[src/rtl/tpba_pkg.sv]
`timescale 1ns / 1ps
// ----------------------------------------------------------------------------
// tpba_pkg
// Shared types and constants for the thread page bump allocator.
// ----------------------------------------------------------------------------
package tpba_pkg;

  localparam int THREAD_COUNT    = 128;
  localparam int PAGE_SIZE_BYTES = 4096;

  localparam int TIDX_W = (THREAD_COUNT > 1) ? $clog2(THREAD_COUNT) : 1;
  localparam int CNT_W  = $clog2(THREAD_COUNT + 1);

  localparam logic [31:0] HEAP_BYTES_RESET = 32'd16777216;

  // operation codes
  localparam logic [2:0] OP_ALLOC     = 3'd0;
  localparam logic [2:0] OP_BIND      = 3'd1;
  localparam logic [2:0] OP_UNBIND    = 3'd2;
  localparam logic [2:0] OP_CLAMP     = 3'd3;
  localparam logic [2:0] OP_COLLECTED = 3'd4;

  // result status codes
  localparam logic [1:0] ST_PAGE     = 2'd0;
  localparam logic [1:0] ST_NEW_PAGE = 2'd1;
  localparam logic [1:0] ST_NO_SPACE = 2'd2;
  localparam logic [1:0] ST_DONE     = 2'd3;

  typedef logic [TIDX_W-1:0] tidx_t;

  typedef struct packed {
    logic [31:0] cursor;
    logic [31:0] fence;
    logic [31:0] limit;
  } page_t;

  // page store request from the controller
  typedef struct packed {
    logic  rd_en;
    tidx_t rd_idx;
    logic  wr_en;
    tidx_t wr_idx;
    page_t wr_page;
    logic  bind_en;
    tidx_t bind_idx;
    logic  bind_active;
    logic  clear_all;
  } store_req_t;

  // registered read data from the page store
  typedef struct packed {
    page_t page;
    logic  active;
  } store_rsp_t;

  // allocation evaluation, registered between the evaluate and commit states
  typedef struct packed {
    logic        page_ok;
    logic        new_ok;
    logic [31:0] page_next;
    logic [31:0] fresh_next;
    logic [32:0] span_sum;
  } eval_t;

endpackage

[src/rtl/tpba_alloc_eval.sv]
`timescale 1ns / 1ps
// ----------------------------------------------------------------------------
// tpba_alloc_eval
// Checks whether a request fits the thread's page and whether a new page can
// be reserved from the bump pointer.
// ----------------------------------------------------------------------------
module tpba_alloc_eval
  import tpba_pkg::*;
(
  input  page_t       page,
  input  logic [31:0] req_bytes,
  input  logic [31:0] bump,
  input  logic [31:0] heap_bytes,
  output eval_t       ev
);

  logic [31:0] room_end;
  logic [31:0] room_lim;
  logic [31:0] left;
  logic [31:0] span;

  // current page: cursor <= end <= limit and request fits both gaps
  assign room_end   = page.fence - page.cursor;
  assign room_lim   = page.limit - page.cursor;
  assign ev.page_ok = (page.cursor <= page.fence) && (page.fence <= page.limit)
                      && (req_bytes <= room_end) && (req_bytes <= room_lim);
  assign ev.page_next = page.cursor + req_bytes;

  // new page from the bump pointer
  assign left        = heap_bytes - bump;
  assign ev.new_ok   = (bump < heap_bytes) && (left >= req_bytes);
  assign span        = (req_bytes > 32'(PAGE_SIZE_BYTES)) ? req_bytes : 32'(PAGE_SIZE_BYTES);
  assign ev.span_sum = {1'b0, bump} + {1'b0, span};
  assign ev.fresh_next = bump + req_bytes;

endmodule

[config.mk]
export PLATFORM = sky130hd
export DESIGN_NAME = tpba_alloc_eval
export DESIGN_NICKNAME = d
export VERILOG_FILES = /design/src/rtl/tpba_pkg.sv /design/src/rtl/tpba_alloc_eval.sv
export SDC_FILE = /design/constraint.sdc
export NUM_CORES = 1
export LEC_CHECK = 0
export BUFFER_PORTS_ARGS = -buffer_cell sky130_fd_sc_hd__buf_2
export CAP_MARGIN = 20
export CORE_ASPECT_RATIO = 1.75
export CORE_MARGIN = 2
export CORE_UTILIZATION = 54
export DETAILED_ROUTE_END_ITERATION = 10
export GPL_TIMING_DRIVEN = 0
export PLACE_DENSITY = 0.8
export SETUP_SLACK_MARGIN = 0.5
export SLEW_MARGIN = 20
export SYNTH_ARGS = -nofsm -noshare
export SYNTH_HDL_FRONTEND = slang
export SYNTH_SLANG_ARGS = --single-unit
[constraint.sdc]
create_clock -name vclk -period 6.1
set_clock_uncertainty 0.2 [all_clocks]
set_input_delay 0 -clock vclk [all_inputs]
set_output_delay 0 -clock vclk [all_outputs]
set_load 0.005 [all_outputs]
# Word level (Yosys, flattened, before mapping)
# Index checks and enable logic that the tools add are counted.
# totals
ff_bits,0
latch_bits,0
ram_bits,0
romBits,0
in_bits,192
word_cells,18
memories,0
# classes
add_sub_neg,6
mul,0
n_div,0
order_cmp,7
eq_ne,0
n_shift,0
n_mux,1
bitwise,0
reduce_logical,4
# ops
op,count
32-bit less-or-equal comparator,4
32-bit subtractor,3
32-bit adder,2
32-bit by 32-bit adder with 33-bit output,1
32-bit greater-or-equal comparator,1
"32-bit by 13-bit greater-than comparator with 1-bit output, second input constant",1
32-bit less-than comparator,1
32-bit two-way mux,1
1-bit logical AND,4

# Depth between registers and ports, before layout
# Gate-level depths: netlist (run 1).
# logic_depth
depth_word,4
ltp_mapped,24
depth_no_buf,24

# Worst setup path before layout (run 1)
# No wires, ideal clock.
# synth_timing
path_kind,input to output
startpoint,in page[71] in the netlist's numbering
endpoint,out ev[98] in the netlist's numbering
arrival_time_ps,3855
required_time_ps,5900
setup_slack_ps,2045
path_stages,18
path_buffers,0
path_cell_list,inv_1 -> ha_1 -> a211o_1 -> or3b_1 -> o221a_2 -> a221o_2 -> a221oi_4 -> o22ai_2 -> a221o_1 -> a21oi_2 -> xor2_1 -> ha_1 -> a21o_1 -> a21oi_1 -> o21ai_0 -> a221oi_1 -> o22ai_1 -> a211oi_1
# synth_rtl
element,line,rtl
start: declaration,tpba_alloc_eval.sv:10,"input page_t page,"
end: declaration,tpba_alloc_eval.sv:14,output eval_t ev

==> results of run 1 <==
-- per-stage QoR --
step           instance area, µm²  cells
2_1_floorplan               12250   1711
3_3_place_gp                14080   2298
3_5_place_dp                14080   2298
4_1_cts                     14080   2298
5_1_grt                     14100   2299
6_report                    14100   2300
-- worst min-delay path, stage by stage --
cell,delay [ns]
buf_2,0.11
ha_1,0.11
buf_2,0.10
-- layer usage --
layer / share of wire [%] / wire length, µm / vias to the layer above
met2: 50 / 22060 / 542
met4: 11 / 4597 / 2
li1: - / - / 6845
met1: 34 / 14760 / 6386
met3: 5.2 / 2284 / 208
met5: 0.030 / 13 / -
-- final cells by class --
class | count | share of cell area, %
antenna | 2 | 0.03549
buffer | 31 | 0.8252
inverter | 185 | 4.925
multi-input combinational | 1495 | 81.26
tap | 296 | 2.626
timing repair buffer | 291 | 10.33
-- power groups by stage --
stage | Clock (mW) | Sequential [mW] | Combinational [mW]
floorplan | 0 | 0 | 1.17
global placement | 0 | 0 | 1.69
detailed placement | 0 | 0 | 1.73
CTS | 0 | 0 | 1.74
global route | 0.0000000219 | 0 | 1.95
finish | 0.0000000439 | 0 | 1.76
-- worst max path at each step --
stage	start	endpoint	slack, ns	depth (start not counted)
3_3_place_gp	req_bytes[30]	ev[31]	0.41	18
4_1_cts	req_bytes[28]	ev[30]	0.56	19
6_report	req_bytes[28]	ev[30]	0.82	19
3_5_place_dp	req_bytes[28]	ev[30]	0.57	19
5_1_grt	page[68]	ev[98]	0.45	22
2_1_floorplan	page[71]	ev[98]	2.05	18
-- Yosys cell counts, types with 5 or more instances --
master | n | area, µm²
nand4_1 | 46 | 287.8
o21bai_1 | 30 | 225.2
a21boi_0 | 7 | 52.55
xnor2_1 | 111 | 972.2
o21ai_0 | 94 | 470.5
inv_1 | 185 | 694.4
clkbuf_1 | 31 | 116.4
nand2_1 | 87 | 326.6
nand3_1 | 34 | 170.2
a21oi_1 | 199 | 996.0
xor2_1 | 62 | 543.0
fa_1 | 6 | 120.1
ha_1 | 317 | 3966
o211ai_1 | 10 | 75.07
a31oi_1 | 16 | 100.1
o2111ai_1 | 6 | 52.55
or2_2 | 9 | 56.30
a221oi_1 | 6 | 52.55
o21a_1 | 24 | 180.2
a21o_1 | 126 | 945.9
nor2b_1 | 27 | 168.9
nor4_1 | 15 | 93.84
nor2_1 | 104 | 390.4
a211o_1 | 6 | 52.55
and3_1 | 12 | 75.07
o31ai_1 | 8 | 60.06
nand2b_1 | 30 | 187.7
a211oi_1 | 19 | 142.6
o221ai_1 | 5 | 43.79
nor3_1 | 17 | 85.08
-- placed cells by master (no fill, tap or decap), types with 5 or more instances in the layout --
master and instances:
buf_2 291, a221oi_1 6, o31ai_1 8, xor2_1 62, o21bai_1 30, nor2_1 104
a211oi_1 19, xnor2_1 111, a21boi_0 7, nand2b_1 30, nand4_1 46, a21o_1 126
or2_2 9, nor2b_1 27, ha_1 317, o2111ai_1 6, fa_1 6, and3_1 12
a21oi_1 199, nor3_1 17, o221ai_1 5, o211ai_1 10, clkbuf_1 31, inv_1 185
nand2_1 87, a211o_1 6, nor4_1 14, a31oi_1 16, o21a_1 24, nand3_1 34
o21ai_0 92
-- cells by family after synthesis --
| kind of cell | Yosys count | synth area share (%) |
|---|---|---|
| compound gates | 595 | 31.17 |
| xor+xnor | 173 | 12.37 |
| fa+ha+maj | 323 | 33.36 |
| buf+inv | 216 | 6.618 |
| simple gates | 404 | 16.48 |
==> key figures, run 1 <==
Outcome
  • Status: completed

Logic synthesis
  • Syn Area/Cell: 7.160 µm²
  • Post-Syn Nets: 2226
  • Mapped Cells: 1711
  • Seq/Total Area, Yosys: 0%
  • Post-synthesis cell type count: 63
  • Synthesized area: 12250 µm²
  • YS warnings: 0

Routing
  • Routed WL: 43710 µm
  • Residual DRC: 0
  • 1st-iter DRT viols: 641
  • Routed WL per cell: 19.01 µm
  • Vias: 13980
  • Detailed Routing Iterations Pass 1: 5
  • Vias per cell: 6.080
  • Post-route ant nets: 0

Timing
  • Final-report hold violation count: 0
  • Post-route setup slack: 0.8184 ns
  • Worst Hold Slack: 0.1235 ns
  • Min Tclk post-route: 5.282 ns
  • Setup_tns: 0 ns
  • RSZ-0062 raised after global routing: true
  • Setup Viol. Count Final: 0
  • Slew headroom: 37.00%
  • Worst Tran Pin Value: 0.9394 ns
  • Tcrit/Tclk final: 86.58%
  • Achievable frequency: 189.3 MHz
  • Slew Viols, Final: 0

GRT
  • Most used routing layer: met2
  • Met1 Track Usage GR: 32.70%
  • Largest net degree at the start of global routing: 11
  • Initial antenna violation count: 4
  • Met3 GRT Util: 4.027%
  • GRT Residual Overflow: 0
  • Total GRT Usage: 35.11%
  • Vias in the first global route: 14160
  • First-pass GRT wire length: 68690 µm
  • GR met2 Demand/Resource: 66.40%

Setup path
  • CP max stage cell: o31a_1
  • Critical path's largest stage delay: 0.52 ns
  • Crit Path Category: input port to primary output
  • Buffer and inverter count on the worst path: 3
  • Critical-path cell list: buf_2 -> nor4_1 -> nand2_1 -> nor4_4 -> clkbuf_1 -> nor2_1 -> ha_1 -> fa_1 -> a21oi_1 -> o21bai_1 -> a211oi_1 -> o31a_1 -> nor3_1 -> o31ai_1 -> o21ai_0 -> a21o_1 -> a21oi_1 -> xnor2_1 -> buf_2
  • Worst setup SP type: input port
  • Worst EP arrival: 5.08 ns
  • Critical-path maximum fanout: 10
  • Crit path required time: 5.90 ns
  • Crit end category: primary output
  • CP top delay family: compound AO/OA/AOI/OAI gates

Power
  • P_sw: 985.4 µW
  • Clock Power Share: 0%
  • Pwr dens: 124.8 nW/µm²
  • Sequential share of power: 0%
  • VDD IR max: 0.06834 mV
  • Internal power: 774.4 µW
  • Switching Share: 55.99%
  • Power Total: 1.760 mW
  • Gate power share: 100.0%
  • Pleak: 7.752 nW

Cells and area
  • Final core area utilization: 63.63%
  • Fillcell total: 2181
  • Sequential cells: 0
  • Layout area overhead: 15.11%
  • Reg area: 0 µm²
  • Nets: 2519
  • Layout cell share with drive strength beyond 1: 15.73%
  • Multi-input logic area: 11460 µm²
  • # clk buffers: 0

Floorplanning
  • I/O pin count: 291
  • Row count: 72
  • Die area: 23950 µm²
  • Starting Density: 55.28%
  • Die Y: 203.3 µm
  • Core box area: 22160 µm²
  • Die extent in x: 117.9 µm

Place
  • RD Place Congestion: 1.041
  • Dpl hpwl: 39020 µm
  • Place WS: 0.5673 ns
  • IO Port Bufs: 291

Min path
  • Hold path cells: 3
  • Hold_sp: bump[0]
  • Hold endpoint: ev[33]
  • Type of the most critical hold path: input port to primary output

CTS
  • Post-CTS setup buffers: 0
  • # hold bufs at CTS: 0
  • PostCTS Resize Cnt: 0

Run
  • Max-Cap Viols: 0
Power figures use the tool's default switching activity.
==> run 2: changes to the inputs <==
Settings changed: CAP_MARGIN 20 to default, CORE_UTILIZATION 54 to 52, PLACE_DENSITY 0.8 to 0.81.
Clock period 6.1 ns to 4.65 ns, I/O delays scaled along.
==> key figures, run 2 (same netlist as run 1, synthesis figures left out) <==
Outcome
  • Status: completed

Setup path
  • Crit path required time: 4.45 ns
  • CP max stage cell: a221oi_4
  • Worst EP arrival: 4.39 ns
  • Setup crit start: page[71]
  • Buffer and inverter count on the worst path: 3
  • Crit Path Category: input port to primary output
  • Crit end category: primary output
  • Critical-path cell list: buf_8 -> inv_6 -> ha_4 -> a211o_1 -> or3b_1 -> o221a_4 -> a221o_2 -> a221oi_4 -> o22ai_2 -> a221o_1 -> a21oi_2 -> xor2_1 -> ha_1 -> nand4_1 -> nor4_4 -> and3_1 -> o22ai_2 -> a211oi_2 -> buf_2
  • Critical-path maximum fanout: 3
  • Worst setup SP type: input port
  • Crit path top cell by count: o22ai_2
  • Critical path's largest stage delay: 0.40 ns
  • CP top delay family: compound AO/OA/AOI/OAI gates

Cells and area
  • Sequential cells: 0
  • Commonest cells after routing, fill and taps aside: 305 x ha_1, 283 x buf_2, 185 x a21oi_1
  • Layout area overhead: 21.25%
  • Reg area: 0 µm²
  • Commonest non-fill, non-tap cell in the layout: ha_1
  • Layout Cells excl Fill: 2332
  • Layout cell share with drive strength beyond 1: 20.57%
  • Design Area, Final: 14850 µm²
  • Final core area utilization: 63.92%
  • # clk buffers: 0
  • Nets: 2544

Floorplanning
  • Die extent in x: 120.0 µm
  • I/O pin count: 291
  • Die area: 24850 µm²
  • Die Y: 207.0 µm
  • Row count: 74
  • Core box area: 23240 µm²
  • Starting Density: 52.71%

Timing
  • RSZ-0062 raised after global routing: true
  • Worst Tran Pin Value: 1.044 ns
  • Tcrit/Tclk final: 98.72%
  • Post-route setup slack: 0.05951 ns
  • Slew headroom: 30.00%
  • Setup Viol. Count Final: 0
  • Min Tclk post-route: 4.590 ns
  • Final-report hold violation count: 0
  • Achievable frequency: 217.8 MHz
  • Slew Viols, Final: 0

Routing
  • Detailed Routing Iterations Pass 1: 5
  • Vias per cell: 6.023
  • Post-route ant nets: 0
  • Routed WL per cell: 19.39 µm
  • Vias: 14050
  • Residual DRC: 0
  • 1st-iter DRT viols: 629
  • Routed WL: 45210 µm

GRT
  • Vias in the first global route: 14290
  • Initial antenna violation count: 4
  • First-pass GRT wire length: 70200 µm
  • GRT Residual Overflow: 0
  • Total GRT Usage: 34.91%
  • Largest net degree at the start of global routing: 10

Power
  • Pleak: 7.956 nW
  • VDD IR max: 0.08399 mV
  • Pwr dens: 163.2 nW/µm²
  • Power Total: 2.424 mW

Run
  • Max-Cap Viols: 0

Place
  • Dpl hpwl: 39500 µm
  • Dpl cells: 2306
  • Place WS: -1.023 ns
  • RD Place Congestion: 0.9966
  • DP Area: 14090 µm²
  • IO Port Bufs: 291

CTS
  • # hold bufs at CTS: 0

Min path
  • Hold_sp: bump[0]
  • Type of the most critical hold path: input port to primary output
[run 2: where the power goes]
part	leakage, nW	internal [mW]	switching, mW
clock	0.00000634	0.0000000289	0
combinational	7.96	1.08	1.34
sequential	0	0	0
[run 2: final timing paths]
| path | depth (start not counted) | to | slack [ns] |
|---|---|---|---|
| worst max-delay path | 19 | ev[98] | 0.06 |
| worst min-delay path | 3 | ev[33] | 0.13 |
[run 2: timing repair]
action | in CTS | in global routing
gates resized for setup | 58 | 77
endpoints found under the setup margin | 24 | 12
hold endpoints to repair | 0 | 0
gates cloned | 0 | 0
pin swaps | 21 | 43
buffers inserted | 10 | 15
[run 2: layout make-up]
type,count,area (µm²)
inverters,185,701.9
well taps,304,380.4
multi-input cells,1495,11970
repair buffers,316,1672
plain buffers,31,126.4
fillers,2216,8386
diodes,1,2.502
[run 2: routing by layer]
layer,share of wire (%),vias up,global-route usage (%),wire [µm]
met5,0.082,-,0,37
met4,10,6,30.63,4686
met3,5.4,202,4.763,2430
met2,50,525,63.83,22780
met1,34,6407,33.18,15280
li1,-,6905,-,-
[run 2: through the flow]
stage / hold slack (ns) / setup TNS, ns
finish: 0.1341 / 0
global route: 0.1534 / -0.08939
CTS: 0.1369 / 0
detailed placement: 0.1327 / -8.380
global placement: 0.1270 / -9.840
floorplan: -0.09135 / 0
==> run 3: changes to the inputs <==
Settings changed: CELL_PAD_IN_SITES_DETAIL_PLACEMENT from default to 1, CELL_PAD_IN_SITES_GLOBAL_PLACEMENT from default to 2, CORE_UTILIZATION 52 to 29, PLACE_DENSITY 0.81 to default, PLACE_DENSITY_LB_ADDON from default to 0.1.
==> key figures, run 3 (same netlist as run 1, synthesis figures left out) <==
GRT
  • Total GRT Usage: 24.23%
  • Largest net degree at the start of global routing: 10
  • Vias in the first global route: 15030
  • First-pass GRT wire length: 82970 µm
  • Initial antenna violation count: 6
  • GRT Residual Overflow: 0

Power
  • Gate power share: 100.0%
  • VDD IR max: 0.05708 mV
  • Sequential share of power: 0%
  • P_sw: 1.448 mW
  • Pleak: 8.038 nW
  • Internal power: 1.112 mW
  • Clock Power Share: 0%
  • Pwr dens: 166.0 nW/µm²
  • Power Total: 2.560 mW
  • Switching Share: 56.56%

Setup path
  • Critical-path cell list: buf_8 -> inv_4 -> ha_4 -> fa_2 -> nor2b_4 -> o211ai_1 -> a21oi_2 -> o221a_4 -> a221o_2 -> a221oi_4 -> buf_12 -> o22ai_4 -> a221o_1 -> a21oi_2 -> xor2_1 -> ha_1 -> nand4_1 -> nor4_2 -> buf_4 -> a221oi_2 -> o22ai_2 -> a211oi_2 -> buf_2
  • Crit end category: primary output
  • Critical Path Sink: ev[98]
  • Critical-path maximum fanout: 3
  • Worst path depth: 23
  • Crit path top cell by count: a21oi_2
  • Buffer and inverter count on the worst path: 5
  • Worst EP arrival: 4.41 ns
  • CP max stage cell: o211ai_1
  • Crit path required time: 4.45 ns
  • Worst setup SP type: input port
  • Setup crit start: page[0]
  • Critical path's largest stage delay: 0.44 ns
  • CP top delay family: compound AO/OA/AOI/OAI gates
  • Crit Path Category: input port to primary output

Place
  • Dpl hpwl: 49720 µm
  • DP Area: 14410 µm²
  • IO Port Bufs: 291
  • Dpl cells: 2557
  • Place WS: -1.487 ns
  • RD Place Congestion: 0.8821

CTS
  • # hold bufs at CTS: 0

Timing
  • Slew headroom: 49.74%
  • Setup Viol. Count Final: 0
  • Tcrit/Tclk final: 99.11%
  • Post-route setup slack: 0.04141 ns
  • Achievable frequency: 217.0 MHz
  • Worst Hold Slack: 0.1191 ns
  • Min Tclk post-route: 4.609 ns
  • Final-report hold violation count: 0
  • Setup_tns: 0 ns
  • Slew Viols, Final: 0
  • RSZ-0062 raised after global routing: true
  • Worst Tran Pin Value: 0.7538 ns

Cells and area
  • # clk buffers: 0
  • Final core area utilization: 36.94%
  • Layout area overhead: 25.88%
  • Layout Cells excl Fill: 2597
  • Commonest non-fill, non-tap cell in the layout: ha_1
  • Multi-input logic area: 12120 µm²
  • Reg area: 0 µm²
  • Sequential cells: 0
  • Commonest cells after routing, fill and taps aside: 298 x ha_1, 284 x buf_2, 183 x a21oi_1
  • Fillcell total: 5347
  • Nets: 2555
  • Layout cell share with drive strength beyond 1: 21.93%
  • Design Area, Final: 15420 µm²

Run
  • Max-Cap Viols: 0

Floorplanning
  • Core box area: 41740 µm²
  • Die area: 43970 µm²
  • Starting Density: 29.35%
  • Die extent in x: 159.4 µm
  • I/O pin count: 291
  • Die Y: 275.9 µm
  • Row count: 99

Routing
  • Routed WL: 56060 µm
  • 1st-iter DRT viols: 366
  • Vias per cell: 5.358
  • Detailed Routing Iterations Pass 1: 4
  • Vias: 13910
  • Residual DRC: 0
  • Routed WL per cell: 21.59 µm
  • Post-route ant nets: 0

Outcome
  • Status: completed

Min path
  • Type of the most critical hold path: input port to primary output
[run 3: cell types whose count changed in the layout (fill, tap and decap cells not counted), moves of 3 or more]
| cell | change |
|---|---|
| buf_4 | +7 |
| ha_2 | +3 |
| nor4_4 | -4 |
| ha_4 | +4 |
| nor4_1 | +3 |
| inv_4 | +3 |
| diode_2 | +3 |
| ha_1 | -7 |
[run 3: cell type report]
class                           instances  area share (%)
Multi-Input combinational cell       1495           78.58
Timing Repair Buffer                  327           11.46
Inverter                              185           4.568
Tap cell                              555           4.503
Buffer                                 31          0.8195
Antenna cell                            4         0.06491
[run 3: worst min path at each step]
stage	cells after the start	slack, ns	end	startpoint
final	3	0.12	ev[65]	page[64]
after floorplan	1	-0.09	ev[33]	bump[0]
after detailed placement	3	0.14	ev[33]	bump[0]
after CTS	3	0.13	ev[65]	page[64]
after global placement	3	0.13	ev[33]	bump[0]
after global routing	3	0.14	ev[65]	page[64]
[run 3: metal layers]
layer  routed length [µm]  part of all wire [%]  GRT usage (%)  up-vias
met5                   18                 0.032              0        -
met4                 3160                   5.6          12.44        4
met3                 1488                   2.7          2.172       97
met2                32190                    57          51.62      276
met1                19200                    34          22.37     6629
li1                     -                     -              -     6908
[run 3: what timing repair did]
| item | CTS | global route |
|---|---|---|
| pin swaps | 31 | 37 |
| endpoints found under the setup margin | 33 | 18 |
| resized for setup | 93 | 65 |
| buffers inserted | 21 | 15 |
| endpoints found under the hold margin | 0 | 0 |
[run 3: power groups by stage]
stage / Sequential [mW] / Combinational, mW / Clock, mW
detailed placement: 0 / 2.39 / 0
finish: 0 / 2.56 / 0.0000000745
global route: 0 / 2.85 / 0.0000000864
global placement: 0 / 2.35 / 0
CTS: 0 / 2.51 / 0
floorplan: 0 / 1.53 / 0
